[src/design/maprof_pkg.sv]
// shared types, constants and store layout for the memory access profiler
package maprof_pkg;

    // profile store geometry
    localparam int NUM_TYPES   = 8;
    localparam int ADDR_BITS   = 12;
    localparam int MAX_QUERY   = 64;
    localparam int TYPE_SIZE   = 1 << ADDR_BITS;
    localparam int STORE_DEPTH = NUM_TYPES << ADDR_BITS;
    localparam int IDX_W       = $clog2(STORE_DEPTH);

    // item field widths
    localparam int MODE_W      = 3;
    localparam int TYPE_W      = 3;
    localparam int ADDR_W      = 12;
    localparam int STAMP_W     = 64;
    localparam int COUNT_W     = 32;
    localparam int QLEN_W      = 7;
    localparam int STATUS_W    = 3;
    localparam int MASK_W      = 8;

    // stream widths
    localparam int IN_TDATA_W  = 88;
    localparam int OUT_TDATA_W = 288;

    // command queue between front and back
    localparam int Q_DEPTH     = 4;
    localparam int Q_PTR_W     = $clog2(Q_DEPTH);
    localparam int Q_CNT_W     = $clog2(Q_DEPTH + 1);

    // input modes
    typedef enum logic [MODE_W-1:0] {
        MODE_READ  = 3'd0,
        MODE_WRITE = 3'd1,
        MODE_EXEC  = 3'd2,
        MODE_QUERY = 3'd3,
        MODE_CLEAR = 3'd4
    } t_mode;

    // result status codes
    typedef enum logic [STATUS_W-1:0] {
        STS_NORMAL      = 3'd0,
        STS_FIRST_UNINIT = 3'd1,
        STS_UNINIT      = 3'd2,
        STS_IGNORED     = 3'd3,
        STS_OOR         = 3'd4,
        STS_CLEAR_DONE  = 3'd5
    } t_status;

    // classified command kinds
    typedef enum logic [2:0] {
        K_READ,
        K_WRITE,
        K_EXEC,
        K_QUERY,
        K_CLEAR,
        K_REJECT
    } t_kind;

    // back end states
    typedef enum logic [2:0] {
        S_CLEAR,
        S_IDLE,
        S_ACC,
        S_QRD,
        S_REPORT
    } t_state;

    // one command as handed from front to back
    typedef struct packed {
        t_kind               kind;
        t_status             status;
        logic                vol;
        logic [IDX_W-1:0]    idx;
        logic [STAMP_W-1:0]  stamp;
        logic [QLEN_W-1:0]   qlen;
    } t_cmd;

    // one store entry, read stamp in the lowest bits
    typedef struct packed {
        logic [COUNT_W-1:0]  exec_count;
        logic [COUNT_W-1:0]  write_count;
        logic [COUNT_W-1:0]  read_count;
        logic [STAMP_W-1:0]  exec_stamp;
        logic [STAMP_W-1:0]  write_stamp;
        logic [STAMP_W-1:0]  read_stamp;
    } t_entry;

    localparam int ENTRY_W = $bits(t_entry);

    // queue and store clearing status seen by the front
    typedef struct packed {
        logic full;
        logic init_busy;
    } t_front_ctl;

endpackage

[src/design/maprof_queue.sv]
// short command queue between front and back end
module maprof_queue (
    input  logic             i_clk,
    input  logic             i_rst_n,
    input  logic             i_push,
    input  maprof_pkg::t_cmd i_cmd,
    input  logic             i_pop,
    output maprof_pkg::t_cmd o_cmd,
    output logic             o_empty,
    output logic             o_full
);
    import maprof_pkg::*;

    t_cmd               r_slot [Q_DEPTH];
    logic [Q_PTR_W-1:0] r_wr_ptr;
    logic [Q_PTR_W-1:0] r_rd_ptr;
    logic [Q_CNT_W-1:0] r_count;
    logic               do_push;
    logic               do_pop;

    assign o_empty = (r_count == '0);
    assign o_full  = (r_count == Q_CNT_W'(Q_DEPTH));
    assign do_push = i_push && !o_full;
    assign do_pop  = i_pop && !o_empty;
    assign o_cmd   = r_slot[r_rd_ptr];

    // slot storage
    always_ff @(posedge i_clk) begin
        if (do_push) begin
            r_slot[r_wr_ptr] <= i_cmd;
        end
    end

    // pointers and fill count
    always_ff @(posedge i_clk) begin
        if (!i_rst_n) begin
            r_wr_ptr <= '0;
            r_rd_ptr <= '0;
            r_count  <= '0;
        end else begin
            if (do_push) begin
                r_wr_ptr <= Q_PTR_W'((int'(r_wr_ptr) + 1) % Q_DEPTH);
            end
            if (do_pop) begin
                r_rd_ptr <= Q_PTR_W'((int'(r_rd_ptr) + 1) % Q_DEPTH);
            end
            if (do_push && !do_pop) begin
                r_count <= r_count + 1'b1;
            end else if (do_pop && !do_push) begin
                r_count <= r_count - 1'b1;
            end
        end
    end

endmodule

[config.mk]
export PLATFORM = sky130hd
export DESIGN_NAME = maprof_queue
export DESIGN_NICKNAME = d
export VERILOG_FILES = /design/src/design/maprof_pkg.sv /design/src/design/maprof_queue.sv
export SDC_FILE = /design/constraint.sdc
export NUM_CORES = 1
export LEC_CHECK = 0
export ABC_AREA = 0
export ABC_CLOCK_PERIOD_IN_PS = 9600
export BUFFER_PORTS_ARGS = -buffer_cell sky130_fd_sc_hd__buf_4
export CAP_MARGIN = 20
export CORE_MARGIN = 3
export CORE_UTILIZATION = 58
export DETAILED_ROUTE_END_ITERATION = 8
export PLACE_DENSITY = 0.8
export SLEW_MARGIN = 20
export SYNTH_ARGS = -nofsm -noshare
export SYNTH_HDL_FRONTEND = slang
export SYNTH_SLANG_ARGS = --single-unit
[constraint.sdc]
create_clock -name i_clk -period 9.6 [get_ports i_clk]
set_input_delay 1.92 -clock i_clk [delete_from_list [all_inputs] [get_ports i_clk]]
set_output_delay 1.92 -clock i_clk [all_outputs]
set_load 0.03 [all_outputs]
==> summary.txt <==
Hold path
  – Hold Path Class: reg -> reg
  – Endpoint, Worst Hold: r_wr_ptr[0]
  – Hold Path Cell Cnt: 2
  – Worst hold path startpoint: r_wr_ptr[0]

Final layout
  – Fin area: 16,700 um2
  – Fill cells: 1,352
  – # diodes: 0
  – Synth-to-layout area growth: 20.3%
  – Register area: 11,400 um2
  – Share of cells above drive strength 1: 44.7%
  – Multi-input logic area: 2380 um2
  – Fin nets: between 800 and 900
  – Fin cells: approximately 1,100

Clock network
  – Post-cts gate resize count: 0
  – Cts hold-fix bufs: 0
  – CTS sink count: ~380
  – # Post-CTS Setup Buffers: 0
  – CTS tree: done
  – H-tree depth: 2
  – CTS root buffer: clkbuf_16
  – CTS Buffer Depth: 3
  – Clock Pin Slew Worst Setup and Hold Paths: about 0.060 ns
  – Clock Latency Late Sink: 0.51 ns
  – CTS buffer count: 37

Timing
  – Setup_tns: 0 ns
  – Worst slew pin tran: 0.873 ns
  – Max_slew headroom: 41.8%
  – Final period util: 50.5%
  – Final Setup Violations: 0
  – Minimum clock period: 4.85 ns
  – RSZ-0062 raised after global routing: false
  – Clk_skew: between 0.01 and 0.015 ns
  – Fmax: ~210 MHz
  – Slew Limit Fails: 0
  – Final Hold Violating Endpoints: 0

Setup path
  – Worst r2r src: r_count[1]
  – Worst path cell trace: buf_6 > mux4_2 > buf_4
  – Bufs and invs on worst path: 2
  – Worst Path Arrival: 2.93 ns
  – Critical path's slowest cell: dfxtp_4
  – Setup crit start kind: register
  – Worst R2R Setup Slack: about 6.7 ns
  – Crit-path leading delay family: buffers and inverters
  – Slowest cell delay on critical path: 0.84 ns
  – Worst Path Required: 7.68 ns
  – Reg2Reg Depth: 4
  – R2r endpoint: r_slot[0][26]
  – Crit. End Element: output pin
  – Crit path max fanout: 56
  – CP Class: reg -> out

Logic synthesis
  – Main combinational cell family by area after synthesis: multiplexers
  – Top cell type's share of synthesized area: between 80 and 90%
  – Compound-Gate Fraction of Synth Area: 0.207%
  – Count leader, synth: edfxtp_1
  – Ys flop type: edfxtp_1
  – EDFF count, synth: 372
  – FFs w/ async S/R, synth: 0%
  – Synth Instances: 533
  – Mux contribution to synthesized area: between 10% and 20%
  – Post-Synth XOR/XNOR Area: 0.252%
  – Largest cells by area after synthesis: edfxtp_1 80%, mux4_2 15%, dfxtp_1 1.3%
  – Register area share after synthesis: between 80% and 90%
  – Netlist Area Pre-Place: 13,900 um2
  – Post-synthesis register bit count: 381
  – Synth Area per Inst: 26.1 um2
  – Simple-gate portion of the synthesized area: 0.711%
  – Synth cell count leaders: 372 x edfxtp_1, 93 x mux4_2, 9 x buf_2, 9 x dfxtp_1, 8 x buf_6
  – Cell variety after synth: 24
  – Top cell type by total area after synthesis: edfxtp_1
  – Syn_nets: 636
  – Synth warnings: 0
  – Adder-cell share of the synthesized area: less than 1%

Placement
  – Placed cell area: between 15,000 and 20,000 um2
  – Cells after DPL: 1,027
  – Post-DP HPWL: 15,100 um
  – GPL Wtd Cong: 0.717
  – Number of port buffers: 191

Floorplan
  – Die area: 25,800 um2
  – Initial core utilization: about three fifths
  – CORE AREA: 23,500 um2
  – Io pins: 192
  – Core Rows: 56
  – Die H: approximately 160 um
  – Die X-Extent: ~160 um

Power
  – Pwr dens: 286 nW/um2
  – Tot Pwr: 4.78 mW
  – Max IR drop VDD: 0.242 mV
  – Leak pwr: 5.59 nW

Global route
  – M1 GR Usage: 26.8%
  – First-pass GRT wire length: 39,800 um
  – GRT Max-Usage Layer: met2
  – Grt met2 use: 34.1%
  – Initial antenna violation count: 1
  – Met3 Use GR: 6.29%
  – Total track usage: 20.4%
  – Aggregate global routing overflow: 0
  – Largest net degree at the start of global routing: 57
  – Vias in the first global route: 6,864

Route
  – Starting DRT DRC Count: roughly 520
  – Mean routed wirelength per cell: 23.6 um
  – DRT Wirelength: 25,700 um
  – DRC: 0
  – Via density per instance: about 5.7
  – DR pass1 iterations: 5
  – Routed Antenna Nets: 0
  – Via count: 6,220

Status
  – Status: finished, final reports clean

Run
  – Max-Cap Viols: 0
==> worst reg2reg max path: cells and delay by family (launching register included) <==
kind / cells / cell delay (ns)
flip-flops: 1 / 0.46
buffers and inverters: 1 / 0.68
AND/OR/NAND/NOR: 3 / 1.37
==> routing by layer <==
metal  part of all wire [%]  vias to the layer above
met5                  0.047                        -
met4                    1.9                        2
met3                    9.3                       37
met2                     51                      272
met1                     38                     3204
li1                       -                     2705
==> cell type report <==
cell class | instances | share of cell area [%]
multi-input cells | 127 | 14.2
flip-flops and latches | 381 | 68.0
clock inverters | 16 | 0.726
clock buffers | 45 | 5.72
inverters | 3 | 0.0674
repair buffers | 197 | 8.87
well taps | 319 | 2.39
==> cells by family after synthesis <==
group                    count (synthesis)
AO/OA/AOI/OAI                            4
XOR/XNOR                                 4
adder cells (fa/ha/maj)                  6
buffers and inverters                   25
flip-flops                             381
multiplexers                            96
AND/OR/NAND/NOR                         17
==> state kept, by name, summed over array words and instances (netlist names), named ones only <==
register and count:
r_slot 372, r_count 3, r_rd_ptr 2, r_wr_ptr 2
==> cells in the final DEF (no fill, tap or decap), drive strengths merged, types with 2 or more instances in the layout <==
cell	instances
inv	3
clkinv	14
dfxtp	9
and2	8
nor2b	2
nand2	4
xnor2	3
mux4	93
edfxtp	372
ha	5
clkbuf	45
mux2i	3
bufinv	2
buf	197
==> per-stage QoR <==
stage	hold WS [ns]	setup WS (ns)	util [%]
global route	0.535	4.47	71.2
CTS	0.516	4.60	71.2
global placement	0.477	4.86	66.6
floorplan	0.468	4.77	-
detailed placement	0.506	5.13	66.6
finish	0.509	4.75	71.2
==> power breakdown <==
part	total (mW)	internal, mW	switching [mW]
registers	2.12	2.02	0.0998
logic	1.36	0.582	0.773
clock network	1.30	0.756	0.543
total	4.78	3.36	1.42
==> worst max path at each step <==
| stage | endpoint | depth (start not counted) |
|---|---|---|
| 6_report | o_cmd[18] | 3 |
| 5_1_grt | o_cmd[21] | 3 |
| 4_1_cts | o_cmd[21] | 3 |
| 3_5_place_dp | o_cmd[21] | 3 |
| 3_3_place_gp | o_cmd[21] | 3 |
| 2_1_floorplan | r_slot[0][0] | 3 |
Note: power is estimated with default switching activity, not from simulation.
