## config.mk

```make
export PLATFORM = sky130hd
export DESIGN_NAME = maprof_front
export DESIGN_NICKNAME = d
export VERILOG_FILES = /design/src/design/maprof_pkg.sv /design/src/design/maprof_front.sv
export SDC_FILE = /design/constraint.sdc
export NUM_CORES = 1
export LEC_CHECK = 0
export BUFFER_PORTS_ARGS = -buffer_cell sky130_fd_sc_hd__buf_2
export CORE_MARGIN = 2
export CORE_UTILIZATION = 30
export DETAILED_ROUTE_END_ITERATION = 6
export GPL_TIMING_DRIVEN = 0
export HOLD_SLACK_MARGIN = 0.03
export PLACE_DENSITY = 0.79
export RECOVER_POWER = 100
export SLEW_MARGIN = 20
export SYNTH_ARGS = -nofsm -noshare
export SYNTH_HDL_FRONTEND = slang
export SYNTH_SLANG_ARGS = --single-unit
```

## constraint.sdc

```tcl
create_clock -name i_clk -period 2.85 [get_ports i_clk]
set_clock_uncertainty 0.1 [all_clocks]
set_input_delay 0.57 -clock i_clk [delete_from_list [all_inputs] [get_ports i_clk]]
set_output_delay 0.57 -clock i_clk [all_outputs]
set_load 0.01 [all_outputs]
```

## src/design/maprof_pkg.sv

```systemverilog
// shared types, constants and store layout for the memory access profiler
package maprof_pkg;

    // profile store geometry
    localparam int NUM_TYPES   = 8;
    localparam int ADDR_BITS   = 12;
    localparam int MAX_QUERY   = 64;
    localparam int TYPE_SIZE   = 1 << ADDR_BITS;
    localparam int STORE_DEPTH = NUM_TYPES << ADDR_BITS;
    localparam int IDX_W       = $clog2(STORE_DEPTH);

    // item field widths
    localparam int MODE_W      = 3;
    localparam int TYPE_W      = 3;
    localparam int ADDR_W      = 12;
    localparam int STAMP_W     = 64;
    localparam int COUNT_W     = 32;
    localparam int QLEN_W      = 7;
    localparam int STATUS_W    = 3;
    localparam int MASK_W      = 8;

    // stream widths
    localparam int IN_TDATA_W  = 88;
    localparam int OUT_TDATA_W = 288;

    // command queue between front and back
    localparam int Q_DEPTH     = 4;
    localparam int Q_PTR_W     = $clog2(Q_DEPTH);
    localparam int Q_CNT_W     = $clog2(Q_DEPTH + 1);

    // input modes
    typedef enum logic [MODE_W-1:0] {
        MODE_READ  = 3'd0,
        MODE_WRITE = 3'd1,
        MODE_EXEC  = 3'd2,
        MODE_QUERY = 3'd3,
        MODE_CLEAR = 3'd4
    } t_mode;

    // result status codes
    typedef enum logic [STATUS_W-1:0] {
        STS_NORMAL      = 3'd0,
        STS_FIRST_UNINIT = 3'd1,
        STS_UNINIT      = 3'd2,
        STS_IGNORED     = 3'd3,
        STS_OOR         = 3'd4,
        STS_CLEAR_DONE  = 3'd5
    } t_status;

    // classified command kinds
    typedef enum logic [2:0] {
        K_READ,
        K_WRITE,
        K_EXEC,
        K_QUERY,
        K_CLEAR,
        K_REJECT
    } t_kind;

    // back end states
    typedef enum logic [2:0] {
        S_CLEAR,
        S_IDLE,
        S_ACC,
        S_QRD,
        S_REPORT
    } t_state;

    // one command as handed from front to back
    typedef struct packed {
        t_kind               kind;
        t_status             status;
        logic                vol;
        logic [IDX_W-1:0]    idx;
        logic [STAMP_W-1:0]  stamp;
        logic [QLEN_W-1:0]   qlen;
    } t_cmd;

    // one store entry, read stamp in the lowest bits
    typedef struct packed {
        logic [COUNT_W-1:0]  exec_count;
        logic [COUNT_W-1:0]  write_count;
        logic [COUNT_W-1:0]  read_count;
        logic [STAMP_W-1:0]  exec_stamp;
        logic [STAMP_W-1:0]  write_stamp;
        logic [STAMP_W-1:0]  read_stamp;
    } t_entry;

    localparam int ENTRY_W = $bits(t_entry);

    // queue and store clearing status seen by the front
    typedef struct packed {
        logic full;
        logic init_busy;
    } t_front_ctl;

endpackage

```

## src/design/maprof_front.sv

```systemverilog
// front end: volatile mask register, item decode and classification
module maprof_front (
    input  logic                                i_clk,
    input  logic                                i_rst_n,
    input  logic                                i_cfg_we,
    input  logic [maprof_pkg::MASK_W-1:0]       i_cfg_wdata,
    input  logic                                i_valid,
    output logic                                o_ready,
    input  logic [maprof_pkg::IN_TDATA_W-1:0]   i_data,
    input  logic [maprof_pkg::MODE_W-1:0]       i_user,
    input  maprof_pkg::t_front_ctl              i_ctl,
    output logic                                o_push,
    output maprof_pkg::t_cmd                    o_cmd
);
    import maprof_pkg::*;

    logic [MASK_W-1:0]  r_mask;
    logic [TYPE_W-1:0]  f_type;
    logic [ADDR_W-1:0]  f_addr;
    logic               f_addr_valid;
    logic [STAMP_W-1:0] f_stamp;
    logic [QLEN_W-1:0]  f_qlen;
    logic               type_ok;
    logic               addr_ok;
    logic               query_ok;
    t_cmd               cmd;

    // volatile type mask
    always_ff @(posedge i_clk) begin
        if (!i_rst_n) begin
            r_mask <= '0;
        end else if (i_cfg_we) begin
            r_mask <= i_cfg_wdata;
        end
    end

    // field unpack
    assign f_type       = i_data[2:0];
    assign f_addr       = i_data[14:3];
    assign f_addr_valid = i_data[15];
    assign f_stamp      = i_data[79:16];
    assign f_qlen       = i_data[86:80];

    // range checks
    assign type_ok  = int'(f_type) < NUM_TYPES;
    assign addr_ok  = int'(f_addr) < TYPE_SIZE;
    assign query_ok = type_ok && (f_qlen != '0) && (int'(f_qlen) <= MAX_QUERY)
                      && ((int'(f_addr) + int'(f_qlen)) <= TYPE_SIZE);

    // classify the item
    always_comb begin
        cmd.kind   = K_REJECT;
        cmd.status = STS_IGNORED;
        cmd.vol    = r_mask[f_type];
        cmd.idx    = (IDX_W'(f_type) << ADDR_BITS) | IDX_W'(f_addr);
        cmd.stamp  = f_stamp;
        cmd.qlen   = f_qlen;
        unique case (i_user)
            MODE_READ, MODE_WRITE, MODE_EXEC: begin
                if (f_addr_valid && type_ok && addr_ok) begin
                    unique case (i_user)
                        MODE_READ:  cmd.kind = K_READ;
                        MODE_WRITE: cmd.kind = K_WRITE;
                        default:    cmd.kind = K_EXEC;
                    endcase
                end
            end
            MODE_QUERY: begin
                if (query_ok) begin
                    cmd.kind = K_QUERY;
                end else begin
                    cmd.status = STS_OOR;
                end
            end
            MODE_CLEAR: cmd.kind = K_CLEAR;
            default:    cmd.kind = K_REJECT;
        endcase
    end

    // hand off to the queue
    assign o_ready = !i_ctl.full && !i_ctl.init_busy;
    assign o_push  = i_valid && o_ready;
    assign o_cmd   = cmd;

endmodule

```

==> impl_metrics.env <==
export IMPL_status="complete, but fails checks"
export IMPL_violations="negative setup slack"
export IMPL_worst_pin_slew_ps=571
export IMPL_drcViolationCount=0
export IMPL_grt_max_degree=11
export IMPL_dr_pass1_iters=4
export IMPL_num_fill_cells=536
export IMPL_slew_violations=0
export IMPL_setup_violations=5
export IMPL_reg_largest_list="r_mask (8)"
export IMPL_synth_top_family_by_area="buffers and inverters"
export IMPL_dieHeight_um=77.2
export IMPL_die_area_mm2=0.00595
export IMPL_die_x_um=77.2
export IMPL_synth_compound_area_share_pct=13.3
export IMPL_crit_family="compound AO/OA/AOI/OAI gates"
export IMPL_ys_ff_latch=8
export IMPL_rows=26
export IMPL_relSlewSlack_pct=61.9
export IMPL_nets=451
export IMPL_min_from="r_mask[0]$_SDFFE_PN0P_"
export IMPL_postRouteAntennaNets=0
export IMPL_leakage_uw=0.00112
export IMPL_clockPowerShare_pct=21.8
export IMPL_clkLatencyLatePin_ps=230
export IMPL_cts_root_buf="clkbuf_8"
export IMPL_top_register="r_mask"
export IMPL_cap_violations=0
export IMPL_antenna_found_initial=0
export IMPL_synthAdderAreaFrac_pct=6.70
export IMPL_post_dp_hpwl_mm=3.65
export IMPL_grt_pass1_vias=1598
export IMPL_synthSimpleGateAreaFrac_pct=17.4
export IMPL_cts_htree_levels=1
export IMPL_cp_buffers_inverters=2
export IMPL_syn_instance_count=200
export IMPL_startpoint="i_data[3]"
export IMPL_synthMuxAreaShare_pct=8.50
export IMPL_slowest_stage="fa_2"
export IMPL_irDropWorstVdd_v=0.000265
export IMPL_fin_ws_ps=-379
export IMPL_power_switching_uw=216
export IMPL_wirelength_mm=4.36
export IMPL_track_usage_pct=12.6
export IMPL_syn_nets=313
export IMPL_hold_violations=0
export IMPL_avgViaCountPerCell=4.34
export IMPL_ios=200
export IMPL_diodes=0
export IMPL_final_cells=406
export IMPL_cp_cell_sequence="buf_8 > ha_4 > fa_2 > a21o_1 > a22oi_2 > nor4b_1 > nor3b_1 > o2111ai_2 > o31ai_2 > buf_2"
export IMPL_cts_tree="done"
export IMPL_cts_hold_buf=0
export IMPL_syn_avg_cell_area_um2=8.03
export IMPL_path_class="input pin to output port"
export IMPL_drive_above_1_share_pct=46.7
export IMPL_clk_path_buf_depth=2
export IMPL_largest_reg_flops=8
export IMPL_netlist_area_mm2=0.00161
export IMPL_yosysWarnings=0
export IMPL_routed_via_count=1764
export IMPL_swShare_pct=35.0
export IMPL_synth_xor_area_share_pct=2.18
export IMPL_wl_per_cell_um=10.7
export IMPL_synth_distinct_cells=44
export IMPL_cp_data_required_time_ps=2180
export IMPL_crit_fanout=4
export IMPL_power_total_uw=616
export IMPL_grt_ovfl_total=0
export IMPL_placed_cells=402
export IMPL_period_share_pct=113
export IMPL_core_area_mm2=0.00514
export IMPL_portBuffers=132
export IMPL_grt_pass1_wl_mm=6.51
export IMPL_hp_class="flop to flop"
export IMPL_p_comb_share_pct=58.3
export IMPL_cp_arrival_ps=2560
export IMPL_cts_buffers_inserted=3
export IMPL_gp_congestion=0.870
export IMPL_seq_area_frac_synth_pct=9.98
export IMPL_slowest_delay_ps=400
export IMPL_start_util_pct=31.2
export IMPL_grt_setup_unrepaired="true"
export IMPL_pwr_share_seq_pct=19.9
export IMPL_reg2reg_from="r_mask[3]$_SDFFE_PN0P_"
export IMPL_syn_to_final_growth_pct=49.1
export IMPL_cts_sinks=8
export IMPL_period_minus_slack_ps=3230
export IMPL_drt_initial_drc_count=29
export IMPL_powerDensity_mw_per_mm2=258
export IMPL_clk_pin_slew_ps=40
export IMPL_cp_end_kind="output port"
export IMPL_p_int_uw=401
export IMPL_fmax_mhz=310
export IMPL_worst_setup_path_start_kind="input pin"
worst paths after layout:
| check | to | slack, ps | depth (start not counted) |
|---|---|---|---|
| hold / removal | r_mask[0]$_SDFFE_PN0P_ | 420 | 2 |
| setup / recovery | o_cmd[91] | -380 | 10 |
| setup reg to reg | r_mask[3]$_SDFFE_PN0P_ | 2150 | 2 |
| hold reg to reg | r_mask[0]$_SDFFE_PN0P_ | 420 | 2 |
timing repair:
action | 4_1_cts | 5_1_grt
buffers inserted | 1 | 0
resized for setup | 12 | 3
setup endpoints to repair | 5 | 5
cloned | 0 | 0
pin swaps | 1 | 5
synthesized netlist by cell type (all sizes together):
| library cell | count | area, um2 |
|---|---|---|
| xnor2 | 3 | 26.3 |
| dfxtp | 8 | 160 |
| nor4b | 1 | 8.76 |
| o21a | 1 | 7.51 |
| nand4 | 1 | 6.26 |
| a41o | 1 | 10.0 |
| and2 | 1 | 6.26 |
| nor3 | 3 | 20.0 |
| o32a | 1 | 10.0 |
| o31ai | 3 | 22.5 |
| nand3 | 4 | 20.0 |
| ha | 7 | 87.6 |
| clkbuf | 2 | 7.51 |
| mux4 | 2 | 45.0 |
| nand2b | 4 | 25.0 |
| o2111ai | 1 | 8.76 |
| a211oi | 1 | 7.51 |
| o21ai | 3 | 18.8 |
| xor2 | 1 | 8.76 |
| a22oi | 1 | 7.51 |
| mux2 | 1 | 11.3 |
| nor2 | 9 | 33.8 |
| nor2b | 8 | 50.1 |
| and3 | 4 | 30.0 |
| nor4 | 3 | 18.8 |
| a211o | 1 | 8.76 |
| a311oi | 1 | 15.0 |
| buf | 89 | 666 |
| fa | 1 | 20.0 |
| and4 | 1 | 8.76 |
| or4 | 1 | 7.51 |
| a221oi | 2 | 17.5 |
| o22ai | 1 | 6.26 |
| nor3b | 2 | 15.0 |
| nand2 | 6 | 22.5 |
| mux2i | 8 | 80.1 |
| or2 | 1 | 6.26 |
| a21o | 5 | 38.8 |
| a21oi | 7 | 35.0 |
placed cells by master, fill, tap and decap left out, types with 3 or more instances in the layout:
| cell type | count |
|---|---|
| nand2b_1 | 4 |
| buf_4 | 89 |
| a21o_1 | 4 |
| clkbuf_1 | 92 |
| clkbuf_8 | 3 |
| a21oi_1 | 6 |
| and3_1 | 3 |
| nand2_1 | 6 |
| xnor2_1 | 3 |
| nor2_1 | 9 |
| ha_1 | 6 |
| dfxtp_1 | 8 |
| nor2b_1 | 8 |
| buf_2 | 40 |
| nand3_1 | 4 |
| mux2i_1 | 8 |
per-stage QoR:
stage / worst slack, ps / hold WS, ps / util (%) / instance area [um2] / setup TNS, ps
finish: -379 / 425 / 46.6 / 2390 / -1730
floorplan: -73.6 / 377 / - / 1640 / -142
CTS: -383 / 424 / 48.4 / 2490 / -1700
global route: -512 / 445 / 46.6 / 2390 / -2400
detailed placement: -494 / 415 / 46.5 / 2390 / -2300
global placement: -494 / 391 / 46.5 / 2390 / -2270
cells by family (layout without fill, tap and decap cells):
| group | count (synthesis) | in the layout |
|---|---|---|
| AND/OR/NAND/NOR | 49 | 49 |
| XOR/XNOR | 4 | 4 |
| flip-flops | 8 | 8 |
| adder cells (fa/ha/maj) | 8 | 8 |
| AO/OA/AOI/OAI | 29 | 29 |
| buffers and inverters | 91 | 227 |
| multiplexers | 11 | 11 |
worst reg2reg max path, cell delays in order (launching register included):
cell,delay [ps]
dfxtp_1,310
mux2i_1,120
nor2b_1,60
area by class of cell:
| cell class | count | area (um2) | area share, % |
|---|---|---|---|
| timing repair buffer | 133 | 582 | 24.3 |
| buffer | 91 | 673 | 28.1 |
| clock buffer | 3 | 41.3 | 1.73 |
| sequential | 8 | 160 | 6.69 |
| tap | 70 | 87.6 | 3.66 |
| multi-input combinational | 101 | 850 | 35.5 |
power by group through the flow:
stage                     Combinational (uW)  Clock [uW]  Sequential (uW)
final                                    359         134              123
after global routing                     390         147              123
after CTS                                371         139              123
after detailed placement                 360           0              125
after global placement                   355           0              124
after floorplan                          240           0              123
per-layer routing:
metal  up-vias  track usage (%)  wire length, um
met3         6             2.47              437
met4         0             4.82               42
met5         -                0                0
met2       108             24.9             2330
li1        881                -                -
met1       769             12.8             1560
No activity file was read; power rests on OpenSTA's default activity.
